===== config.mk =====
export PLATFORM = sky130hd
export DESIGN_NAME = ula_sync_nmi_timing
export DESIGN_NICKNAME = d
export VERILOG_FILES = /design/src/rtl/core/usnt_pkg.sv /design/src/rtl/core/ula_sync_nmi_timing.sv
export VERILOG_INCLUDE_DIRS = /design/src /design/src/rtl/core
export SDC_FILE = /design/constraint.sdc
export NUM_CORES = 1
export LEC_CHECK = 0
export BUFFER_PORTS_ARGS = -buffer_cell sky130_fd_sc_hd__buf_4
export CORE_UTILIZATION = 59
export CTS_CLUSTER_SIZE = 10
export DETAILED_ROUTE_END_ITERATION = 8
export PLACE_DENSITY = 0.9
export SLEW_MARGIN = 0
export SYNTH_ARGS = -nofsm -noshare
export SYNTH_HDL_FRONTEND = slang
export SYNTH_SLANG_ARGS = --single-unit

===== constraint.sdc =====
create_clock -name clk_i -period 9.4 [get_ports clk_i]
set_clock_uncertainty 0.1 [all_clocks]
set_input_delay 0.94 -clock clk_i [delete_from_list [all_inputs] [get_ports clk_i]]
set_output_delay 0.94 -clock clk_i [all_outputs]
set_load 0.03 [all_outputs]

===== src/rtl/core/ula_sync_nmi_timing_defines.svh =====
// Assertion macros used by the video timing RTL.
// Each macro expects clk_i and rst_ni in the enclosing module.
`ifndef ULA_SYNC_NMI_TIMING_DEFINES_SVH
`define ULA_SYNC_NMI_TIMING_DEFINES_SVH

// Same-cycle implication, sampled on the rising clock edge outside reset
`define USNT_ASSERT_NOW(lbl, ante, cons, msg) \
  lbl: assert property (@(posedge clk_i) disable iff (!rst_ni) (ante) |-> (cons)) \
    else $error(msg);

// Next-cycle implication, sampled on the rising clock edge outside reset
`define USNT_ASSERT_NEXT(lbl, ante, cons, msg) \
  lbl: assert property (@(posedge clk_i) disable iff (!rst_ni) (ante) |=> (cons)) \
    else $error(msg);

`endif


===== src/rtl/core/usnt_pkg.sv =====
`default_nettype none

package usnt_pkg;

  // Line timing, in clock states
  localparam logic signed [8:0] LineLen  = 9'sd207;
  localparam logic signed [8:0] HsStart  = 9'sd16;
  localparam logic signed [8:0] HsEnd    = 9'sd32;
  localparam logic signed [8:0] HoldLate = 9'sd178;
  localparam logic signed [8:0] AckPhase = -9'sd2;

  // States advanced per iteration of the phase adder
  localparam logic [3:0] Chunk = 4'd8;

  // NMI wait states: fixed count, and the base of the short-step formula
  localparam logic [4:0]        NmiWait   = 5'd14;
  localparam logic signed [9:0] WaitBase  = 10'(NmiWait + 3 + HsStart);
  localparam logic [4:0]        WaitMax   = 5'd31;
  localparam logic [5:0]        ShortStep = 6'd4;

  // Port event codes
  localparam logic [2:0] EvNone     = 3'd0;
  localparam logic [2:0] EvInEven   = 3'd1;
  localparam logic [2:0] EvOutFd    = 3'd2;
  localparam logic [2:0] EvOutFe    = 3'd3;
  localparam logic [2:0] EvOutOther = 3'd4;

  // Horizontal sync stages
  localparam logic [1:0] HsIdle   = 2'd0;
  localparam logic [1:0] HsArmed  = 2'd1;
  localparam logic [1:0] HsInSync = 2'd2;

  // Vertical sync modes
  localparam logic [1:0] VsOff     = 2'd0;
  localparam logic [1:0] VsOn      = 2'd1;
  localparam logic [1:0] VsEndNext = 2'd2;

  // Configuration register indexes
  localparam logic RegEarlyMode   = 1'b0;
  localparam logic RegFrameLength = 1'b1;

  // Reset value of the frame length register
  localparam logic [16:0] FrameLenReset = 17'd65000;

  typedef struct packed {
    logic [5:0] step_states;
    logic [2:0] io_event;
    logic       int_ack;
  } step_t;

  typedef struct packed {
    logic       nmi_request;
    logic [4:0] wait_states;
    logic [2:0] row_count;
    logic       sync_level;
    logic       vsync_active;
    logic       frame_tick;
  } timing_t;

endpackage

`default_nettype wire


===== src/rtl/core/ula_sync_nmi_timing.sv =====
// A step is taken in StIdle, then the phase adder iterates in StChunk, one iteration per
// chunk of up to 8 states over the step states plus any wait states, at least 1 and at most 10,
// and StFrame delivers the result once the output register is free.
// No new step is taken until the current one is back in StIdle; the shared adder sets this.
// One result may wait in the output register while the next step is taken.
// Reset (rst_ni low, asynchronous) clears all timing state and reloads registers.
`default_nettype none

module ula_sync_nmi_timing (
  input  wire logic              clk_i,
  input  wire logic              rst_ni,
  // Step channel
  input  wire logic              in_valid_i,
  output logic                   in_stall_o,
  input  wire usnt_pkg::step_t   in_data_i,
  // Result channel
  output logic                   out_valid_o,
  input  wire logic              out_stall_i,
  output usnt_pkg::timing_t      out_data_o,
  // Configuration port
  input  wire logic              psel,
  input  wire logic              penable,
  input  wire logic              pwrite,
  input  wire logic [2:0]        paddr,
  input  wire logic [31:0]       pwdata,
  output logic [31:0]            prdata,
  output logic                   pready
);

  localparam logic [1:0] StIdle  = 2'd0;
  localparam logic [1:0] StChunk = 2'd1;
  localparam logic [1:0] StFrame = 2'd2;

  // Sequencer
  logic [1:0] state_q, state_d;

  // Configuration
  logic        early_q;
  logic [16:0] flen_q;

  // Timing state
  logic signed [8:0] phase_q, phase_d;
  logic [1:0]        stage_q, stage_d;
  logic              nmi_en_q, nmi_en_d;
  logic [1:0]        vmode_q, vmode_d;
  logic              hsync_q, hsync_d;
  logic [2:0]        row_q, row_d;
  logic              hold_q, hold_d;
  logic [16:0]       total_q, total_d;

  // Per-step working registers
  logic [6:0] rem_q, rem_d;
  logic [6:0] ts_q, ts_d;
  logic       short_q, short_d;
  logic       nreq_q, nreq_d;
  logic [4:0] wait_q, wait_d;
  logic       sync_q, sync_d;

  // Output register
  logic                 out_valid_q, out_valid_d;
  usnt_pkg::timing_t    out_q, out_d;

  logic cfg_wr;

  // Configuration writes and reads
  assign pready = 1'b1;
  assign cfg_wr = psel & penable & pwrite;

  always_ff @(posedge clk_i or negedge rst_ni) begin
    if (!rst_ni) begin
      early_q <= 1'b0;
      flen_q  <= usnt_pkg::FrameLenReset;
    end else if (cfg_wr) begin
      unique case (paddr[2])
        usnt_pkg::RegEarlyMode:   early_q <= pwdata[0];
        usnt_pkg::RegFrameLength: flen_q  <= pwdata[16:0];
        default: ;
      endcase
    end
  end

  always_comb begin
    prdata = '0;
    if (paddr[1:0] == 2'b00) begin
      unique case (paddr[2])
        usnt_pkg::RegEarlyMode:   prdata = {31'd0, early_q};
        usnt_pkg::RegFrameLength: prdata = {15'd0, flen_q};
        default:                  prdata = '0;
      endcase
    end
  end

  // Handshakes
  assign in_stall_o  = (state_q != StIdle);
  assign out_valid_o = out_valid_q;
  assign out_data_o  = out_q;

  // Sequencer and shared phase adder
  always_comb begin
    logic [2:0]        ev;
    logic              port_out;
    logic [3:0]        inc;
    logic [6:0]        rem_n;
    logic signed [9:0] wv;
    logic [4:0]        w;
    logic [17:0]       sum;
    logic              tick;

    state_d     = state_q;
    phase_d     = phase_q;
    stage_d     = stage_q;
    nmi_en_d    = nmi_en_q;
    vmode_d     = vmode_q;
    hsync_d     = hsync_q;
    row_d       = row_q;
    hold_d      = hold_q;
    total_d     = total_q;
    rem_d       = rem_q;
    ts_d        = ts_q;
    short_d     = short_q;
    nreq_d      = nreq_q;
    wait_d      = wait_q;
    sync_d      = sync_q;
    out_d       = out_q;
    out_valid_d = out_valid_q & out_stall_i;

    ev       = usnt_pkg::EvNone;
    port_out = 1'b0;
    inc      = '0;
    rem_n    = '0;
    wv       = '0;
    w        = '0;
    sum      = '0;
    tick     = 1'b0;

    unique case (state_q)
      StIdle: begin
        if (in_valid_i) begin
          // Apply interrupt acknowledge, then the port event
          if (in_data_i.int_ack) begin
            phase_d = usnt_pkg::AckPhase;
            stage_d = usnt_pkg::HsArmed;
          end
          ev = in_data_i.io_event;
          if (early_q && (ev == usnt_pkg::EvOutFd || ev == usnt_pkg::EvOutFe)) begin
            ev = usnt_pkg::EvOutOther;
          end
          unique case (ev)
            usnt_pkg::EvInEven: begin
              if (!nmi_en_q && vmode_q == usnt_pkg::VsOff) begin
                vmode_d = usnt_pkg::VsOn;
              end
            end
            usnt_pkg::EvOutFd: begin
              nmi_en_d = 1'b0;
              port_out = 1'b1;
            end
            usnt_pkg::EvOutFe: begin
              nmi_en_d = 1'b1;
              port_out = 1'b1;
            end
            usnt_pkg::EvOutOther: begin
              port_out = 1'b1;
              if (early_q) begin
                stage_d = usnt_pkg::HsArmed;
              end
            end
            default: ;
          endcase
          // Any output ends vertical sync, in early mode once horizontal sync ends
          if (port_out && vmode_q != usnt_pkg::VsOff) begin
            if (early_q) begin
              vmode_d = usnt_pkg::VsEndNext;
            end else begin
              vmode_d = usnt_pkg::VsOff;
              if (phase_d < usnt_pkg::HsStart || phase_d >= usnt_pkg::HoldLate) begin
                hold_d = 1'b1;
              end
            end
          end
          rem_d   = {1'b0, in_data_i.step_states};
          ts_d    = {1'b0, in_data_i.step_states};
          short_d = (in_data_i.step_states == usnt_pkg::ShortStep);
          nreq_d  = 1'b0;
          wait_d  = '0;
          state_d = StChunk;
        end
      end

      StChunk: begin
        // Advance the line phase by one chunk
        inc     = (rem_q > 7'(usnt_pkg::Chunk)) ? usnt_pkg::Chunk : rem_q[3:0];
        rem_n   = rem_q - 7'(inc);
        phase_d = phase_q + $signed({5'd0, inc});
        if (phase_d >= usnt_pkg::LineLen) begin
          phase_d = phase_d - usnt_pkg::LineLen;
          if (!early_q) begin
            stage_d = usnt_pkg::HsArmed;
          end
        end
        // Start horizontal sync, raising NMI when enabled
        if (stage_d == usnt_pkg::HsArmed && phase_d >= usnt_pkg::HsStart) begin
          if (nmi_en_q) begin
            wv = usnt_pkg::WaitBase - $signed({3'd0, rem_n}) - $signed({phase_d[8], phase_d});
            if (!short_q) begin
              w = usnt_pkg::NmiWait;
            end else if (wv < 10'sd0) begin
              w = '0;
            end else if (wv > $signed({5'd0, usnt_pkg::WaitMax})) begin
              w = usnt_pkg::WaitMax;
            end else begin
              w = wv[4:0];
            end
            nreq_d = 1'b1;
            wait_d = w;
            rem_n  = rem_n + 7'(w);
            ts_d   = ts_q + 7'(w);
          end
          hsync_d = 1'b1;
          if (vmode_d != usnt_pkg::VsOff || hold_d) begin
            row_d  = '0;
            hold_d = 1'b0;
          end else begin
            row_d = row_q + 3'd1;
          end
          stage_d = usnt_pkg::HsInSync;
        end
        // End horizontal sync
        if (stage_d == usnt_pkg::HsInSync && phase_d >= usnt_pkg::HsEnd) begin
          if (vmode_d == usnt_pkg::VsEndNext) begin
            vmode_d = usnt_pkg::VsOff;
          end
          hsync_d = 1'b0;
          stage_d = usnt_pkg::HsIdle;
        end
        sync_d = !(vmode_d != usnt_pkg::VsOff || hsync_d);
        rem_d  = rem_n;
        if (rem_n == '0) begin
          state_d = StFrame;
        end
      end

      StFrame: begin
        // Accumulate frame states and deliver once the output register is free
        sum = {1'b0, total_q} + {11'd0, ts_q};
        if (sum >= {1'b0, flen_q}) begin
          sum  = sum - {1'b0, flen_q};
          tick = 1'b1;
        end
        if (!out_valid_q || !out_stall_i) begin
          total_d            = sum[16:0];
          out_d.nmi_request  = nreq_q;
          out_d.wait_states  = wait_q;
          out_d.row_count    = row_q;
          out_d.sync_level   = sync_q;
          out_d.vsync_active = (vmode_q != usnt_pkg::VsOff);
          out_d.frame_tick   = tick;
          out_valid_d        = 1'b1;
          state_d            = StIdle;
        end
      end

      default: state_d = StIdle;
    endcase
  end

  // Control and timing state
  always_ff @(posedge clk_i or negedge rst_ni) begin
    if (!rst_ni) begin
      state_q     <= StIdle;
      phase_q     <= '0;
      stage_q     <= usnt_pkg::HsIdle;
      nmi_en_q    <= 1'b0;
      vmode_q     <= usnt_pkg::VsOff;
      hsync_q     <= 1'b0;
      row_q       <= '0;
      hold_q      <= 1'b0;
      total_q     <= '0;
      rem_q       <= '0;
      out_valid_q <= 1'b0;
    end else begin
      state_q     <= state_d;
      phase_q     <= phase_d;
      stage_q     <= stage_d;
      nmi_en_q    <= nmi_en_d;
      vmode_q     <= vmode_d;
      hsync_q     <= hsync_d;
      row_q       <= row_d;
      hold_q      <= hold_d;
      total_q     <= total_d;
      rem_q       <= rem_d;
      out_valid_q <= out_valid_d;
    end
  end

  // Payload registers
  always_ff @(posedge clk_i) begin
    ts_q    <= ts_d;
    short_q <= short_d;
    nreq_q  <= nreq_d;
    wait_q  <= wait_d;
    sync_q  <= sync_d;
    out_q   <= out_d;
  end

`include "ula_sync_nmi_timing_defines.svh"

  `USNT_ASSERT_NOW(a_phase_range, 1'b1, phase_q >= usnt_pkg::AckPhase && phase_q <= 9'sd214, "line phase left its range")
  `USNT_ASSERT_NOW(a_stage_legal, 1'b1, stage_q != 2'd3, "hsync stage reached an unused code")
  `USNT_ASSERT_NEXT(a_load_from_frame, !out_valid_q || !out_stall_i, !out_valid_q || $past(state_q) == StFrame, "result loaded outside the frame step")
  `USNT_ASSERT_NOW(a_wait_needs_nmi, out_valid_q && out_q.wait_states != '0, out_q.nmi_request, "wait states without an NMI request")
  `USNT_ASSERT_NOW(a_rem_bounded, state_q == StChunk, rem_q <= ts_q, "remaining states exceed step states")

endmodule

`default_nettype wire


# ---- Word level (Yosys, flattened, before mapping)
# Index checks and enable logic that the tools add are counted.
dict set report totals {
  reg_bits 91
  inputBits 52
  out_inout_bits 47
  wordCells 183
}
dict set report classes {
  add_sub_neg 10
  magnitude_cmp 9
  eq_ne 23
  n_mux 78
  bitwise_logic 4
  reduce_logical 35
}
# cell count
set ops {}
lappend ops {{one-hot mux 32 bit (2 select lines)} 1}
lappend ops {{2-to-1 mux 9 bit} 6}
lappend ops {{2-to-1 mux 5 bit} 9}
lappend ops {{2-to-1 mux 2 bit} 21}
lappend ops {{2-to-1 mux 7 bit} 6}
lappend ops {{2-to-1 mux 32 bit} 1}
lappend ops {{one-hot mux 7 bit (2 select lines)} 2}
lappend ops {{adder 17 x 7 -> 18 bit} 1}
lappend ops {{greater-or-equal comparator 18 x 17 -> 1 bit} 1}
lappend ops {{greater-or-equal comparator 9 bit (second input constant)} 2}
lappend ops {{2-to-1 mux 1 bit} 18}
lappend ops {{inequality test 2 bit (second input constant)} 9}
lappend ops {{one-hot mux 9 bit (2 select lines)} 1}
lappend ops {{2-to-1 mux 17 bit} 1}
lappend ops {{subtractor 17 bit} 1}
lappend ops {{adder 7 x 5 -> 7 bit} 2}
lappend ops {{== test 3 x 2 -> 1 bit (second input constant)} 4}
lappend ops {{2-to-1 mux 3 bit} 4}
lappend ops {{AND reduction 2 bit} 6}
lappend ops {{> comparator 10 x 6 -> 1 bit (second input constant)} 1}
lappend ops {{less-than comparator 10 x 1 -> 1 bit (second input constant)} 1}
lappend ops {{one-hot mux 5 bit (2 select lines)} 1}
lappend ops {{nonzero test 2 bit} 5}
lappend ops {{subtractor 8 x 9 -> 10 bit} 1}
lappend ops {{other kinds (31)} 54}

# ---- Logic depth before layout (Yosys ltp)
# Gate-level depths: netlist of the first run.
dict set report logic_depth {
  ltp_word 21
  ltp_mapped 36
  ltp_nobuf 34
}

# ---- Worst setup path after synthesis of the first run
# Ideal clock, no wire load.
dict set report synth_timing {
  path_type {flip-flop to flip-flop}
  startpoint {register rem_q[6]}
  endpoint {register state_q[1]}
  setup_time_ns 0.137
  arrival_ns 6.439
  t_required_ns 9.163
  path_slack_ns 2.724
  stages_incl_launch_ff 35
  n_path_buf 2
  period_less_slack_ns 6.676
  cell_sequence {dfrtp_1 > buf_2 > nor4_2 > inv_1 > ha_1 > a21oi_2 > nand2_1 > xnor2_2 > nor3_1 > a21oi_1 > mux2i_1 > inv_1 > fa_1 > nor2b_1 > o21ai_0 > nand2b_1 > nand2_1 > nor2_1 > mux2_4 > o211ai_1 > a211oi_1 > a31oi_1 > buf_2 > a31oi_1 > ha_1 > inv_1 > fa_1 > inv_1 > a21oi_1 > o21bai_1 > a21oi_1 > and4b_1 > xnor3_1 > o21ai_2 > o22ai_1}
}
dict set report synth_via {
  elab_chain_cells 21
  word_cells_on_any_way 30
  cone_classes {add/sub: 6; order compare: 5; eq/ne: 2; mux: 14; reduce/logical: 3}
}
# item line_no
set synth_rtl {}
lappend synth_rtl {{start: declaration} ula_sync_nmi_timing.sv:52} ;# logic [6:0] rem_q, rem_d;
lappend synth_rtl {{start signal: assignment} ula_sync_nmi_timing.sv:291} ;# rem_q <= rem_d;
lappend synth_rtl {{> comparator 7 x 4 -> 1 bit} ula_sync_nmi_timing.sv:192} ;# inc = (rem_q > 7'(usnt_pkg::Chunk)) ? usnt_pkg::Chunk : rem_q[3:0];
lappend synth_rtl {{2-to-1 mux 4 bit} ula_sync_nmi_timing.sv:192}
lappend synth_rtl {{adder 9 x 5 -> 9 bit} ula_sync_nmi_timing.sv:194} ;# phase_d = phase_q + $signed({5'd0, inc});
lappend synth_rtl {{subtractor 9 bit or greater-or-equal comparator 9 bit (tied branches)} {ula_sync_nmi_timing.sv:196, ula_sync_nmi_timing.sv:195}}
lappend synth_rtl {{2-to-1 mux 9 bit} ula_sync_nmi_timing.sv:195} ;# if (phase_d >= usnt_pkg::LineLen) begin
lappend synth_rtl {{2-to-1 mux 9 bit} ula_sync_nmi_timing.sv:136} ;# unique case (state_q)
lappend synth_rtl {{subtractor 8 x 9 -> 10 bit} ula_sync_nmi_timing.sv:204} ;# wv = usnt_pkg::WaitBase - $signed({3'd0, rem_n}) - $signed({phase_d[8], phase_d});
lappend synth_rtl {{> comparator 10 x 6 -> 1 bit} ula_sync_nmi_timing.sv:209} ;# end else if (wv > $signed({5'd0, usnt_pkg::WaitMax})) begin
lappend synth_rtl {{[... 5 more ...]} n/a}
lappend synth_rtl {{2-to-1 mux 5 bit} ula_sync_nmi_timing.sv:136}
lappend synth_rtl {{adder 7 x 5 -> 7 bit} ula_sync_nmi_timing.sv:216} ;# rem_n = rem_n + 7'(w);
lappend synth_rtl {{2-to-1 mux 7 bit} ula_sync_nmi_timing.sv:203} ;# if (nmi_en_q) begin
lappend synth_rtl {{2-to-1 mux 7 bit *} ula_sync_nmi_timing.sv:202} ;# if (stage_d == usnt_pkg::HsArmed && phase_d >= usnt_pkg::HsStart) begin
lappend synth_rtl {{2-to-1 mux 7 bit *} ula_sync_nmi_timing.sv:136}
lappend synth_rtl {{logical NOT 7 bit *} ula_sync_nmi_timing.sv:238} ;# if (rem_n == '0) begin
lappend synth_rtl {{inequality test 2 bit (no source line) *} n/a}
lappend synth_rtl {{AND reduction 3 bit (no source line) *} n/a}
lappend synth_rtl {{end signal: assignment} ula_sync_nmi_timing.sv:270} ;# state_q <= StIdle;
lappend synth_rtl {{end signal: assignment} ula_sync_nmi_timing.sv:282} ;# state_q <= state_d;
lappend synth_rtl {{end: declaration} ula_sync_nmi_timing.sv:35} ;# logic [1:0] state_q, state_d;
# Mark *: on every way between the ends. The rest lies on a longest branch, timed or not. The select of a mux whose other input is x is not followed.
# A chain may end at the register's enable or synchronous reset.

# ---- Worst setup path after layout of the first run
dict set report layout_timing {
  startpoint {register rem_q[4]}
  endpoint {register state_q[1]}
}
# The elaborated chain is that of the path after synthesis.

==> impl_metrics.py, run 1 <==
metrics = {
    "clocking": {
        "cts_tree": "yes",
        "cts_buffers": 9,
        "ctsRootBufferMaster": "clkbuf_16",
        "ctsHoldBuffers": 0,
        "cts_sinks": 91,
        "cts_setup_buffers": 0,
        "clockBufferDepth": 2,
        "cts_resized": 0,
        "clk-insertion-delay-late_ns": 0.36,
        "path_clk_slew_ns": 0.08,
        "htreeDepth": 3,
    },
    "synthesis": {
        "synth_ff_type": "dfrtp_1",
        "ys_seq_area_frac": 0.331,
        "synth_edf_count": 27,
        "synth.distinct_cells": 81,
        "syn_area_mm2": 0.00733,
        "synth_seq_cells": 91,
        "ys_async_sr_fraction": 0.703,
        "synthCells": 816,
        "avgSynthCellArea_um2": 8.98,
        "yosys_warnings": 0,
    },
    "floorplan": {
        "fp.dieH_um": 113,
        "rows": 40,
        "die_area_mm2": 0.0129,
        "dieWidth_um": 113,
        "initial_core_util": 0.607,
        "num_io_pins": 99,
        "core_mm2": 0.0121,
    },
    "finish": {
        "most-common-layout-cells": "68 x buf_4, 63 x a21oi_1, 62 x nor2_1",
        "utilization": 0.676,
        "drive_gt1_frac": 0.163,
        "nNetsFinal": 975,
        "diodes": 0,
        "final_common_cell": "buf_4",
        "fill_cells": 912,
        "area_growth_pct": 11.3,
    },
    "detailed_routing": {
        "routed_wl_mm": 17.0,
        "ant_nets": 0,
        "drc": 0,
        "first_pass_iters": 5,
        "wl_per_cell_um": 16.4,
        "vias": 6335,
        "viasPerCell": 6.10,
        "drt_iter0_drc": 518,
    },
    "global_routing": {
        "antenna_found_initial": 0,
        "grt_pass1_vias": 5947,
        "track_usage": 0.277,
        "grt_max_degree": 65,
        "grt_pass1_wl_mm": 28.2,
        "overflow": 0,
    },
    "worst_setup_path": {
        "slowest_delay_ns": 0.65,
        "slowest_stage": "a31oi_1",
        "cp-start-kind": "register",
        "crit_required_ns": 9.49,
        "crit_type": "register to register",
        "cp_max_fo": 15,
        "crit_family": "compound AO/OA/AOI/OAI gates",
        "critPathCaptureType": "register",
        "cp_num_buf_inv": 3,
        "reg2reg_slack_ns": 1.25,
        "cp.arrival_ns": 8.24,
    },
    "job": {
        "maxCapViolations": 0,
    },
    "timing": {
        "final.period_utilization": 0.867,
        "tightest_slew_ns": 1.03,
        "setup_viol": 0,
        "relSlewSlack": 0.311,
        "hold-worst-slack_ns": 0.322,
        "hold_viol": 0,
        "rsz0062_at_grt": "no",
        "fin_crit_ns": 8.15,
        "final_max_slew_viol_count": 0,
        "tns_ns": 0,
        "fmax_mhz": 123,
    },
    "run_status": {
        "status": "finished clean",
    },
    "placed_design": {
        "dpl.hpwl_mm": 12.3,
        "place.gp.congestion": 0.906,
        "io_buffers": 67,
    },
    "worst_hold_path": {
        "hp-class": "register to register",
    },
}
==> sequential cells by signal, summed over array words and instances, names as in the netlist, 2 cells and up <==
name and flops:
stage_q 2, phase_q 9, ts_q 7, wait_q 5, flen_q 17, rem_q 7, state_q 2, total_q 17
vmode_q 2, row_q 3, out_data_o 12
==> layer usage <==
layer,wire length (um),share of wire,GRT usage
met5,0,0,0
met4,359,0.021,0.110
met3,921,0.054,0.0335
met2,8180,0.48,0.461
met1,7570,0.44,0.371
==> cell families (layout without fill, tap and decap cells) <==
kind of cell    after synthesis  after routing  share of synthesized area
fa+ha+maj                    57             57                      0.104
simple gates                247            247                      0.170
compound gates              215            215                      0.195
mux                          46             46                     0.0675
buf+inv                     103            143                     0.0637
other cells                   2             17                    0.00103
xor+xnor                     55             55                     0.0687
flops                        91             91                      0.331
==> worst reg2reg max path, delay by kind of cell (launching register included) <==
kind	cells	cell delay, ns
flip-flops	1	0.55
buffers and inverters	3	0.35
multiplexers	1	0.28
AO/OA/AOI/OAI	12	2.67
AND/OR/NAND/NOR	9	1.98
adder cells (fa/ha/maj)	4	1.24
XOR/XNOR	3	0.83
==> path summary, 6_finish.rpt <==
kind | from | end | cells after the start
setup / recovery | rem_q[4] | state_q[1] | 32
hold / removal | wait_q[1] | out_data_o[7] | 0
setup reg to reg | rem_q[4] | state_q[1] | 32
hold reg to reg | wait_q[1] | out_data_o[7] | 0
max in group asynchronous | rst_ni | total_q[0] | 1
min in group asynchronous | rst_ni | flen_q[1] | 1
==> per-stage QoR <==
step,setup slack [ns],instances,instance area (um^2)
2_1_floorplan,2.72,831,7380
3_3_place_gp,1.72,1023,7860
3_5_place_dp,1.51,1023,7860
4_1_cts,1.39,1039,8150
5_1_grt,0.606,1039,8150
6_report,1.25,1039,8150
==> area by class of cell <==
type	instances	area, um^2	area share
multi-input cells	637	4490	0.551
clock buffers	9	225	0.0276
flip-flops and latches	91	2430	0.298
inverters	59	221	0.0272
clock inverters	7	67.6	0.00829
repair buffers	68	510	0.0626
well taps	168	210	0.0258
==> synthesized netlist by cell type, types with 5 or more instances <==
cell type	count	area, um^2
a21oi_1	63	315
nor2_1	62	233
nand2_1	58	218
inv_1	57	214
dfrtp_1	53	1330
ha_1	51	638
o21ai_0	42	210
xnor2_1	32	280
edfxtp_1	27	811
and2_1	24	150
mux2i_1	24	240
nor3_1	24	120
xor2_1	21	184
mux2_2	20	225
a21o_1	19	143
buf_4	19	143
clkbuf_1	17	63.8
a31oi_1	15	93.8
nand3_1	13	65.1
dfstp_2	11	289
and3_1	10	62.6
nand4_1	9	56.3
nand2b_1	8	50.1
o21bai_1	8	60.1
buf_2	7	35.0
nor2b_1	7	43.8
o21a_1	7	52.6
fa_1	6	120
nor4_1	6	37.5
o22ai_1	6	37.5
a211oi_1	5	37.5
o31ai_1	5	37.5
or2_2	5	31.3
or3_1	5	31.3
Power of run 1 is not shown: default switching activity piles up to over one toggle a cycle in this logic, so the estimate is an artifact.
==> inputs of run 2 (changes only) <==
--- a/config.mk
+++ b/config.mk
@@ -6,11 +6,12 @@
 export SDC_FILE = /design/constraint.sdc
 export NUM_CORES = 1
 export LEC_CHECK = 0
+export ABC_AREA = 1
 export BUFFER_PORTS_ARGS = -buffer_cell sky130_fd_sc_hd__buf_4
 export CORE_UTILIZATION = 59
 export CTS_CLUSTER_SIZE = 10
 export DETAILED_ROUTE_END_ITERATION = 8
-export PLACE_DENSITY = 0.9
+export PLACE_DENSITY = 0.91
 export SLEW_MARGIN = 0
 export SYNTH_ARGS = -nofsm -noshare
 export SYNTH_HDL_FRONTEND = slang
==> run 2 against run 1 <==
Highest routed layer unchanged. Core utilization increased by 0.34 points. Global-route usage increased by 1.6 points. Die area decreased by 1.4%. Via count increased by 6.8%. Synthesized area decreased by 1.4%. Cell count increased by 12%. Worst setup slack improved by 1.1 ns. Sequential cell count unchanged.
==> impl_metrics.py, run 2 <==
metrics = {
    "finish": {
        "area_growth_pct": 12.5,
        "final_common_cell": "nand2_1",
        "fill_cells": 937,
        "most-common-layout-cells": "182 x nand2_1, 123 x inv_1, 92 x nor2_1",
        "nNetsFinal": 1120,
        "diodes": 0,
        "drive_gt1_frac": 0.153,
    },
    "clocking": {
        "cts_buffers": 9,
        "clk-insertion-delay-late_ns": 0.35,
        "cts_resized": 0,
        "path_clk_slew_ns": 0.07,
        "ctsHoldBuffers": 0,
        "ctsRootBufferMaster": "clkbuf_16",
        "cts_setup_buffers": 0,
        "htreeDepth": 3,
        "cts_sinks": 91,
        "cts_tree": "yes",
        "clockBufferDepth": 2,
    },
    "timing": {
        "final_max_slew_viol_count": 0,
        "setup_viol": 0,
        "tightest_slew_ns": 1.02,
        "rsz0062_at_grt": "no",
        "relSlewSlack": 0.319,
        "fmax_mhz": 141,
        "tns_ns": 0,
        "fin_crit_ns": 7.07,
        "final.period_utilization": 0.753,
        "hold_viol": 0,
    },
    "worst_setup_path": {
        "critPathCaptureType": "register",
        "crit_path_frequent_cell": "nand2_1",
        "cp.arrival_ns": 7.20,
        "cp-start-kind": "register",
        "slowest_delay_ns": 0.48,
        "cp_max_fo": 10,
        "crit_required_ns": 9.53,
        "slowest_stage": "fa_1",
        "crit_type": "register to register",
    },
    "global_routing": {
        "grt_max_degree": 65,
        "grt_pass1_wl_mm": 29.5,
        "antenna_found_initial": 0,
        "grt_pass1_vias": 6367,
        "overflow": 0,
        "track_usage": 0.294,
    },
    "placed_design": {
        "dpl.hpwl_mm": 13.5,
        "place.gp.congestion": 0.994,
        "io_buffers": 67,
    },
    "synthesis": {
        "ys_seq_area_frac": 0.336,
        "yosysMostFrequentCell": "nand2_1",
        "netlist.area_leader.share": 0.184,
        "synth_edf_count": 27,
        "synth_seq_cells": 91,
        "synth_commonest_cells": "182 x nand2_1, 123 x inv_1, 93 x nor2_1",
        "synthCells": 950,
        "synthTopCellsByArea": "dfrtp_1 18%, edfxtp_1 11%, nand2_1 9.5%",
        "synth.distinct_cells": 65,
        "syn_area_mm2": 0.00722,
        "yosys_warnings": 0,
        "ys_async_sr_fraction": 0.703,
        "synth_top_cell_by_area": "dfrtp_1",
        "synth_ff_type": "dfrtp_1",
        "avgSynthCellArea_um2": 7.60,
    },
    "detailed_routing": {
        "drt_iter0_drc": 641,
        "first_pass_iters": 5,
        "viasPerCell": 5.82,
        "drc": 0,
        "wl_per_cell_um": 15.6,
        "ant_nets": 0,
        "routed_wl_mm": 18.1,
        "vias": 6768,
    },
    "floorplan": {
        "dieWidth_um": 113,
        "num_io_pins": 99,
        "die_area_mm2": 0.0127,
        "initial_core_util": 0.604,
        "rows": 40,
        "core_mm2": 0.0120,
        "fp.dieH_um": 113,
    },
    "run_status": {
        "status": "finished clean",
    },
    "worst_hold_path": {
        "hp-class": "register to register",
    },
    "job": {
        "maxCapViolations": 0,
    },
}
run 2: cell types whose count changed after synthesis, moves of 18 or more:
cell,before,now
nand2_2,0,18
and2_1,24,2
nand2_1,58,182
nor2_1,62,93
a21oi_1,63,82
inv_1,57,123
mux2i_1,24,1
mux2_2,20,0
nand3_1,13,54
run 2: layout make-up:
class | count | area [um^2] | area share
Clock buffer | 9 | 225 | 0.0277
Sequential cell | 91 | 2430 | 0.299
Inverter | 138 | 527 | 0.0648
Timing Repair Buffer | 70 | 526 | 0.0647
Tap cell | 147 | 184 | 0.0226
Multi-Input combinational cell | 701 | 4140 | 0.509
Clock inverter | 7 | 98.8 | 0.0122
run 2: path summary, 6_finish.rpt:
| check | start | end | slack [ns] | depth (start not counted) |
|---|---|---|---|---|
| max | rem_q[4] | state_q[0] | 2.33 | 46 |
| min | nreq_q | out_data_o[11] | 0.32 | 0 |
| max reg2reg | rem_q[4] | state_q[0] | 2.33 | 46 |
| min reg2reg | nreq_q | out_data_o[11] | 0.32 | 0 |
| max in group asynchronous | rst_ni | total_q[4] | 8.06 | 1 |
| min in group asynchronous | rst_ni | flen_q[16] | 0.60 | 1 |
run 2: routing by layer:
metal | vias up | routed length [um] | GRT usage
met5 | - | 0 | 0
met3 | 44 | 1280 | 0.0616
met1 | 3188 | 7640 | 0.374
li1 | 3251 | - | -
met2 | 285 | 8640 | 0.486
met4 | 0 | 542 | 0.121
run 2: metrics by stage:
step	instances	hold slack [ns]	worst slack (ns)	cell area [um^2]	utilization
floorplan	965	0.300	3.34	7280	-
global placement	1147	0.300	2.63	7800	0.652
detailed placement	1147	0.305	2.46	7800	0.652
CTS	1163	0.318	2.39	8120	0.679
global route	1163	0.339	1.77	8120	0.679
finish	1163	0.316	2.33	8120	0.679
run 2: cells by family after synthesis:
| family | synth area share |
|---|---|
| flip-flops | 0.336 |
| multiplexers | 0.00139 |
| buffers and inverters | 0.100 |
| other | 0.00104 |
| adder cells (fa/ha/maj) | 0.105 |
| XOR/XNOR | 0.0532 |
| AND/OR/NAND/NOR | 0.250 |
| AO/OA/AOI/OAI | 0.153 |
run 2: worst max-delay path, delay by kind of cell (launching register included):
kind | cells | cell delay [ns]
flops | 1 | 0.41
xor+xnor | 1 | 0.19
fa+ha+maj | 6 | 1.93
compound gates | 7 | 0.86
buf+inv | 7 | 0.58
simple gates | 25 | 2.83
Power of run 2 is left out for the same reason.
==> inputs of run 3 (changes only) <==
==> constraint.sdc (replaced) <==
create_clock -name clk_i -period 7.4 [get_ports clk_i]
set_clock_uncertainty 0.1 [all_clocks]
set_input_delay 0.74 -clock clk_i [delete_from_list [all_inputs] [get_ports clk_i]]
set_output_delay 0.74 -clock clk_i [all_outputs]
set_load 0.03 [all_outputs]
==> run 3 against run 2 <==
Cell count about the same. Core utilization about the same. Largest cell class unchanged. Hold slack better by 0.0062 ns. Clock-buffer cell count did not move. Fmax increased by 2.0%. Via count shrank 0.64%.
==> impl_metrics.py, run 3 (same netlist as run 2, synthesis figures left out) <==
metrics = {
    "run_status": {
        "status": "finished clean",
    },
    "timing": {
        "tns_ns": 0,
        "fin_crit_ns": 6.94,
        "hold_viol": 0,
        "final.period_utilization": 0.937,
        "hold-worst-slack_ns": 0.322,
        "final_max_slew_viol_count": 0,
        "fmax_mhz": 144,
        "relSlewSlack": 0.334,
        "setup_viol": 0,
        "tightest_slew_ns": 0.997,
        "rsz0062_at_grt": "no",
    },
    "floorplan": {
        "rows": 40,
        "initial_core_util": 0.604,
        "num_io_pins": 99,
        "fp.dieH_um": 113,
        "dieWidth_um": 113,
        "die_area_mm2": 0.0127,
        "core_mm2": 0.0120,
    },
    "finish": {
        "diodes": 0,
        "final_cell_area_mm2": 0.00812,
        "final_common_cell": "nand2_1",
        "area_growth_pct": 12.4,
        "most-common-layout-cells": "182 x nand2_1, 123 x inv_1, 92 x nor2_1",
        "nNetsFinal": 1121,
        "drive_gt1_frac": 0.154,
    },
    "worst_setup_path": {
        "cp_num_buf_inv": 7,
        "cp.arrival_ns": 7.07,
        "reg2reg_depth": 46,
        "crit_required_ns": 7.53,
        "critPathCaptureType": "register",
        "crit_type": "register to register",
        "cp.depth": 46,
        "crit_path_frequent_cell": "nand2_1",
        "crit_family": "simple AND/OR/NAND/NOR gates",
        "slowest_stage": "fa_1",
        "cp_max_fo": 10,
        "slowest_delay_ns": 0.48,
        "cp-start-kind": "register",
    },
    "clocking": {
        "cts_sinks": 91,
        "cts_resized": 0,
        "cts_tree": "yes",
        "ctsRootBufferMaster": "clkbuf_16",
        "ctsHoldBuffers": 0,
        "clk-insertion-delay-late_ns": 0.36,
        "cts_setup_buffers": 0,
        "htreeDepth": 3,
        "path_clk_slew_ns": 0.07,
        "clockBufferDepth": 2,
        "cts_buffers": 9,
    },
    "detailed_routing": {
        "viasPerCell": 5.78,
        "vias": 6725,
        "drt_iter0_drc": 689,
        "wl_per_cell_um": 15.7,
        "drc": 0,
        "first_pass_iters": 6,
        "routed_wl_mm": 18.2,
        "ant_nets": 0,
    },
    "placed_design": {
        "place.gp.congestion": 1.03,
        "placed_area_mm2": 0.00781,
        "dpl.hpwl_mm": 13.5,
        "io_buffers": 67,
    },
    "worst_hold_path": {
        "hp-class": "register to register",
        "hold_depth": 0,
    },
    "global_routing": {
        "overflow": 0,
        "track_usage": 0.295,
        "grt_pass1_wl_mm": 29.5,
        "grt_max_degree": 65,
        "antenna_found_initial": 0,
        "grt_pass1_vias": 6360,
    },
    "job": {
        "maxCapViolations": 0,
    },
}
-- run 3: stage by stage --
| stage | setup slack [ns] | utilization | instances |
|---|---|---|---|
| 2_1_floorplan | 1.34 | - | 965 |
| 3_3_place_gp | 0.661 | 0.653 | 1148 |
| 3_5_place_dp | 0.542 | 0.653 | 1148 |
| 6_report | 0.464 | 0.679 | 1164 |
| 5_1_grt | 0.0175 | 0.679 | 1164 |
| 4_1_cts | 0.492 | 0.678 | 1164 |
-- run 3: layer usage --
layer	GRT usage	share of wire
met5	0	0
met3	0.0659	0.087
met1	0.373	0.41
met4	0.140	0.038
met2	0.481	0.46
-- run 3: cell type report --
| type | instances | area (um^2) |
|---|---|---|
| clock buffers | 9 | 225 |
| clock inverters | 7 | 83.8 |
| fillers | 927 | 3840 |
| inverters | 138 | 527 |
| multi-input cells | 701 | 4140 |
| flip-flops and latches | 91 | 2430 |
| well taps | 147 | 184 |
| repair buffers | 71 | 533 |
-- run 3: final timing paths --
| kind | startpoint | endpoint | slack (ns) |
|---|---|---|---|
| min in group asynchronous | rst_ni | flen_q[2] | 0.39 |
| worst max-delay path | rem_q[4] | state_q[0] | 0.46 |
| worst min-delay path | wait_q[2] | out_data_o[8] | 0.32 |
| worst min register to register | wait_q[2] | out_data_o[8] | 0.32 |
| worst max register to register | rem_q[4] | state_q[0] | 0.46 |
| max in group asynchronous | rst_ni | row_q[1] | 6.27 |
Power of run 3 is left out for the same reason.
